File: config.mk
export PLATFORM = sky130hd
export DESIGN_NAME = rpba_lane
export DESIGN_NICKNAME = d
export VERILOG_FILES = /design/src/sv/rpba_pkg.sv /design/src/sv/rpba_lane.sv
export SDC_FILE = /design/constraint.sdc
export NUM_CORES = 2
export LEC_CHECK = 0
export ABC_CLOCK_PERIOD_IN_PS = 27300
export BUFFER_PORTS_ARGS = -buffer_cell sky130_fd_sc_hd__buf_4
export CAP_MARGIN = 20
export CORE_MARGIN = 1.5
export CORE_UTILIZATION = 65
export DETAILED_ROUTE_END_ITERATION = 8
export GPL_TIMING_DRIVEN = 0
export HOLD_SLACK_MARGIN = 0.1
export PLACE_DENSITY_LB_ADDON = 0.12
export REMOVE_ABC_BUFFERS = 1
export SETUP_SLACK_MARGIN = 0.5
export SLEW_MARGIN = 30
export SYNTH_ARGS = -nofsm -noshare
export SYNTH_HDL_FRONTEND = slang
export SYNTH_SLANG_ARGS = --single-unit
File: constraint.sdc
create_clock -name clk -period 27.3 [get_ports clk]
set_input_delay 8.19 -clock clk [delete_from_list [all_inputs] [get_ports clk]]
set_output_delay 8.19 -clock clk [all_outputs]
set_load 0.01 [all_outputs]
File: src/sv/rpba_pkg.sv
`timescale 1ns / 1ps

package rpba_pkg;

  localparam int ChanW   = 8;
  localparam int OpW     = 3;
  localparam int FactorW = 16;
  localparam int WeightW = 9;
  localparam int RootW   = 16;
  localparam int TabN    = 256;

  typedef enum logic [OpW-1:0] {
    OP_ADD   = 3'd0,
    OP_SUB   = 3'd1,
    OP_MUL   = 3'd2,
    OP_SCALE = 3'd3,
    OP_AVG   = 3'd4,
    OP_GAMMA = 3'd5,
    OP_LERP  = 3'd6
  } op_t;

  // Advance strobes for the two datapath stages inside a lane.
  typedef struct packed {
    logic s1;
    logic s2;
  } stage_en_t;

  typedef logic [RootW-1:0] gamma_tab_t [TabN];

  // s(x) = round(65536 * sqrt(x / 255)), clipped to 65535.
  // Largest k with k == 0 or (2k - 1)^2 * 255 <= x * 2^34.
  function automatic gamma_tab_t gamma_table();
    gamma_tab_t     tab;
    longint unsigned lim;
    longint unsigned lo;
    longint unsigned hi;
    longint unsigned mid;
    longint unsigned t;
    for (int x = 0; x < TabN; x++) begin
      lim = longint'(x) << 34;
      lo  = 0;
      hi  = 65536;
      while (lo < hi) begin
        mid = (lo + hi + 1) >> 1;
        t   = 2 * mid - 1;
        if (t * t * 255 <= lim) begin
          lo = mid;
        end else begin
          hi = mid - 1;
        end
      end
      if (lo > 65535) begin
        lo = 65535;
      end
      tab[x] = RootW'(lo);
    end
    return tab;
  endfunction

  localparam gamma_tab_t GAMMA_ROOT = gamma_table();

endpackage

File: src/sv/rpba_lane.sv
`timescale 1ns / 1ps

module rpba_lane
  import rpba_pkg::*;
(
  input  logic               clk,
  input  stage_en_t          en,
  input  logic [OpW-1:0]     op,
  input  logic [ChanW-1:0]   a,
  input  logic [ChanW-1:0]   b,
  input  logic [FactorW-1:0] scale_factor,
  input  logic [WeightW-1:0] blend_weight,
  output logic [ChanW-1:0]   result
);

  // stage 1 combinational
  logic [WeightW-1:0] w_sat;
  logic [ChanW:0]     sum_ab;
  logic [ChanW-1:0]   simple_res;
  logic [15:0]        p_ab_next;
  logic [23:0]        p_scale_next;
  logic [16:0]        p_lerp_next;
  logic [RootW:0]     root_sum;

  // stage 1 registers
  logic [OpW-1:0]   op1;
  logic [ChanW-1:0] simple1;
  logic [15:0]      p_ab;
  logic [23:0]      p_scale;
  logic [16:0]      p_lerp;
  logic [RootW-1:0] m1;

  // stage 2
  logic [15:0]      div_t;
  logic [ChanW-1:0] res2_next;
  logic [OpW-1:0]   op2;
  logic [ChanW-1:0] res2;
  logic [31:0]      mm;
  logic [39:0]      g40;

  always_comb begin
    w_sat  = (blend_weight > WeightW'(256)) ? WeightW'(256) : blend_weight;
    sum_ab = {1'b0, a} + {1'b0, b};
    unique case (op_t'(op))
      OP_ADD:  simple_res = sum_ab[ChanW] ? '1 : sum_ab[ChanW-1:0];
      OP_SUB:  simple_res = (a > b) ? (a - b) : '0;
      OP_AVG:  simple_res = sum_ab[ChanW:1];
      default: simple_res = '0;
    endcase
    p_ab_next    = 16'(a) * 16'(b);
    p_scale_next = 24'(a) * 24'(scale_factor);
    p_lerp_next  = 17'(a) * 17'(WeightW'(256) - w_sat) + 17'(b) * 17'(w_sat);
    root_sum     = {1'b0, GAMMA_ROOT[a]} + {1'b0, GAMMA_ROOT[b]};
  end

  always_ff @(posedge clk) begin
    if (en.s1) begin
      op1     <= op;
      simple1 <= simple_res;
      p_ab    <= p_ab_next;
      p_scale <= p_scale_next;
      p_lerp  <= p_lerp_next;
      m1      <= root_sum[RootW:1];
    end
  end

  // floor(p / 255) for p <= 255*255
  assign div_t = p_ab + 16'd1 + {8'd0, p_ab[15:8]};

  always_comb begin
    unique case (op_t'(op1))
      OP_MUL:   res2_next = div_t[15:8];
      OP_SCALE: res2_next = (p_scale[23:16] != '0) ? '1 : p_scale[15:8];
      OP_LERP:  res2_next = p_lerp[15:8];
      default:  res2_next = simple1;
    endcase
  end

  always_ff @(posedge clk) begin
    if (en.s2) begin
      op2  <= op1;
      res2 <= res2_next;
      mm   <= 32'(m1) * 32'(m1);
    end
  end

  // 255 * m^2 >> 32 never exceeds 254, so no clamp
  assign g40    = {mm, 8'd0} - {8'd0, mm};
  assign result = (op_t'(op2) == OP_GAMMA) ? g40[39:32] : res2;

endmodule

==> results.cfg <==
[run_status]
status = finished, final reports clean

[worst_hold_path]
hp-start = simple1[0]
hold_path_class = flip-flop to flip-flop
whs_path_depth = 1
holdPathEnd = res2[0]

[detailed_routing]
routed_wirelength_um = 98670
dr.pass1.iters = 7
drcViolationCount = 0
vias = 28290
wl_per_cell_um = 22.97
drt_iter0_drc = 3565
via_per_inst = 6.588
postRouteAntennaNets = 0

[logic_synthesis]
async_flop_share_pct = 0
synth_xor_area_share_pct = 3.208
yosysWarnings = 0
syn_area_per_cell_um2 = 8.211
yosysTopAreaCellShare_pct = 26.08
seq_area_frac_synth_pct = 10.42
synth_area_mm2 = 0.03140
synth.area.top_cells = fa_1, ha_1, edfxtp_1, inv_1, and2_1
synth_edf_count = 109
synth_commonest_cells = inv_1, fa_1, nand2_1
ys_ff_latch = 109
synth_fa_ha_area_share_pct = 39.59
synth_top_family_by_area = adder cells
synth_compound_area_share_pct = 17.21
yosysTopAreaCell = fa_1
synth.mux.area_fraction_pct = 2.120
synth_flop_cell = edfxtp_1
yosys.area_share.simple_pct = 17.20
synth.most_common_cell = inv_1
syn_inst = 3824
synth.distinct_cells = 89

[sta]
worstMarginPinSlew_ns = 1.108
skew_ns = 0.01467
fmax_mhz = 65.69
finalCriticalPeriod_ns = 15.22
period_share_pct = 55.76
setup_violations = 0
slew_violations = 0
rsz0062_at_grt = false
slew_headroom_pct = 24.25
finalHoldViolations = 0
fin_tns_setup_ns = 0

[cts]
cts.clk_slew.worst_paths_ns = 0.08
post-cts-setup-buffers = 0
cts_tree = built
htreeDepth = 3
clk_latency_ns = 0.38
cts_made_buffers = 9
ctsRootBufferMaster = clkbuf_16
clockBufferDepth = 2
cts_hold_buf = 0
cts_num_sinks = 109
ctsResizeCount = 0

[grt]
antenna_found_initial = 1
grt_pass1_wl_um = 154800
grt_pass1_vias = 28640
grtUsageTotal_pct = 39.91
grt_overflow = 0
grt_max_degree = 135

[finish]
stdcell_area_mm2 = 0.03218
syn_to_final_growth_pct = 2.491
fin_nets = 4468
final_layout_size_suffix_gt1_share_pct = 3.915

[place]
placed_cell_area_mm2 = 0.03186
dp_hpwl_um = 73150
io_buffers = 54
gp_congestion = 1.007

[critical_path]
worst-setup-path-type = primary input to flip-flop
worstReg2RegStart = m1[2]
timing.rr.end = mm[30]
cp.required_ns = 27.41
r2r_slack_ns = 20.24
r2r.worst_path.cells = 23
end_kind = flip-flop
cp.arrival_ns = 15.33
path_max_fanout = 18
start_kind = primary input

[floorplanning]
rows = 80
die_x_um = 222.8
core_mm2 = 0.04775
die_y_um = 222.8
num_io_pins = 55
start_util_pct = 65.76
dieArea_mm2 = 0.04963

[flow_run]
drv_cap = 0
-- per-stage QoR --
stage / std cells / setup slack [ns] / hold slack, ns / utilization (%)
after floorplan: 3603 / 13.17 / 0.5100 / -
after global placement: 4272 / 10.32 / 0.5607 / 66.38
after detailed placement: 4277 / 11.75 / 0.5759 / 66.72
after CTS: 4293 / 12.14 / 0.6036 / 67.37
after global routing: 4293 / 11.70 / 0.6383 / 67.39
final: 4295 / 12.08 / 0.6031 / 67.40
-- how the worst max path moves through the flow --
stage	start	endpoint	depth (start not counted)
floorplan	blend_weight[0]	p_lerp[14]	25
global placement	b[3]	p_lerp[14]	24
detailed placement	blend_weight[8]	p_lerp[14]	26
CTS	blend_weight[8]	p_lerp[14]	26
global route	blend_weight[8]	p_lerp[14]	23
finish	blend_weight[8]	p_lerp[14]	25
-- worst max-delay path, stage by stage --
cell,delay [ns]
buf_4,0.17
nor2b_1,0.59
inv_1,0.43
ha_1,0.34
nand2_1,0.09
xor2_1,0.59
and2_1,0.26
fa_1,0.42
inv_1,0.09
fa_1,0.41
inv_1,0.09
fa_1,0.46
fa_1,0.50
fa_1,0.54
inv_1,0.05
fa_1,0.52
inv_1,0.04
ha_1,0.27
nor2b_1,0.15
o21a_1,0.20
o21a_1,0.21
nor2_1,0.18
o21ai_0,0.20
o21ai_0,0.20
a22oi_1,0.12
-- placed cells by master (no fill, tap or decap), types with 33 or more instances in the layout --
cell type,instances
nor2b_1,36
nor3_1,50
a211oi_1,56
xnor2_1,85
nor2_1,254
and2_1,226
o211ai_1,38
a311oi_1,35
a31oi_1,45
fa_1,409
a21o_1,33
o21ai_0,184
nand3_1,61
nand2_1,371
a21oi_1,253
inv_1,596
edfxtp_1,109
ha_1,339
buf_4,48
-- per-layer routing --
metal	global-route usage [%]	part of all wire, %	vias to the layer above
li1	-	-	12400
met3	6.890	9.4	442
met2	66.00	47	1724
met5	0	0	-
met4	23.46	6.4	0
met1	49.19	37	13730
-- area by class of cell --
| type | instances | area, um2 |
|---|---|---|
| diodes | 2 | 5.005 |
| clock buffers | 9 | 225.2 |
| clock inverters | 7 | 85.08 |
| fillers | 3871 | 15570 |
| inverters | 606 | 2281 |
| multi-input cells | 2888 | 24980 |
| flip-flops and latches | 109 | 3273 |
| well taps | 615 | 769.5 |
| repair buffers | 59 | 561.8 |
-- cell families (layout without fill, tap and decap cells) --
group | count (synthesis) | in the layout
buffers and inverters | 843 | 681
AO/OA/AOI/OAI | 846 | 846
adder cells (fa/ha/maj) | 748 | 748
multiplexers | 36 | 36
flip-flops | 109 | 109
AND/OR/NAND/NOR | 1125 | 1125
XOR/XNOR | 115 | 115
other | 2 | 20
-- sequential cells by signal (all words and copies together), names as in the netlist --
| signal | count |
|---|---|
| m1 | 16 |
| mm | 31 |
| op1 | 3 |
| op2 | 3 |
| p_ab | 16 |
| p_lerp | 8 |
| p_scale | 16 |
| res2 | 8 |
| simple1 | 8 |
Power is left out: the tool's default activity adds up to more than one toggle a clock period on the data nets, which glitch-free logic cannot reach.
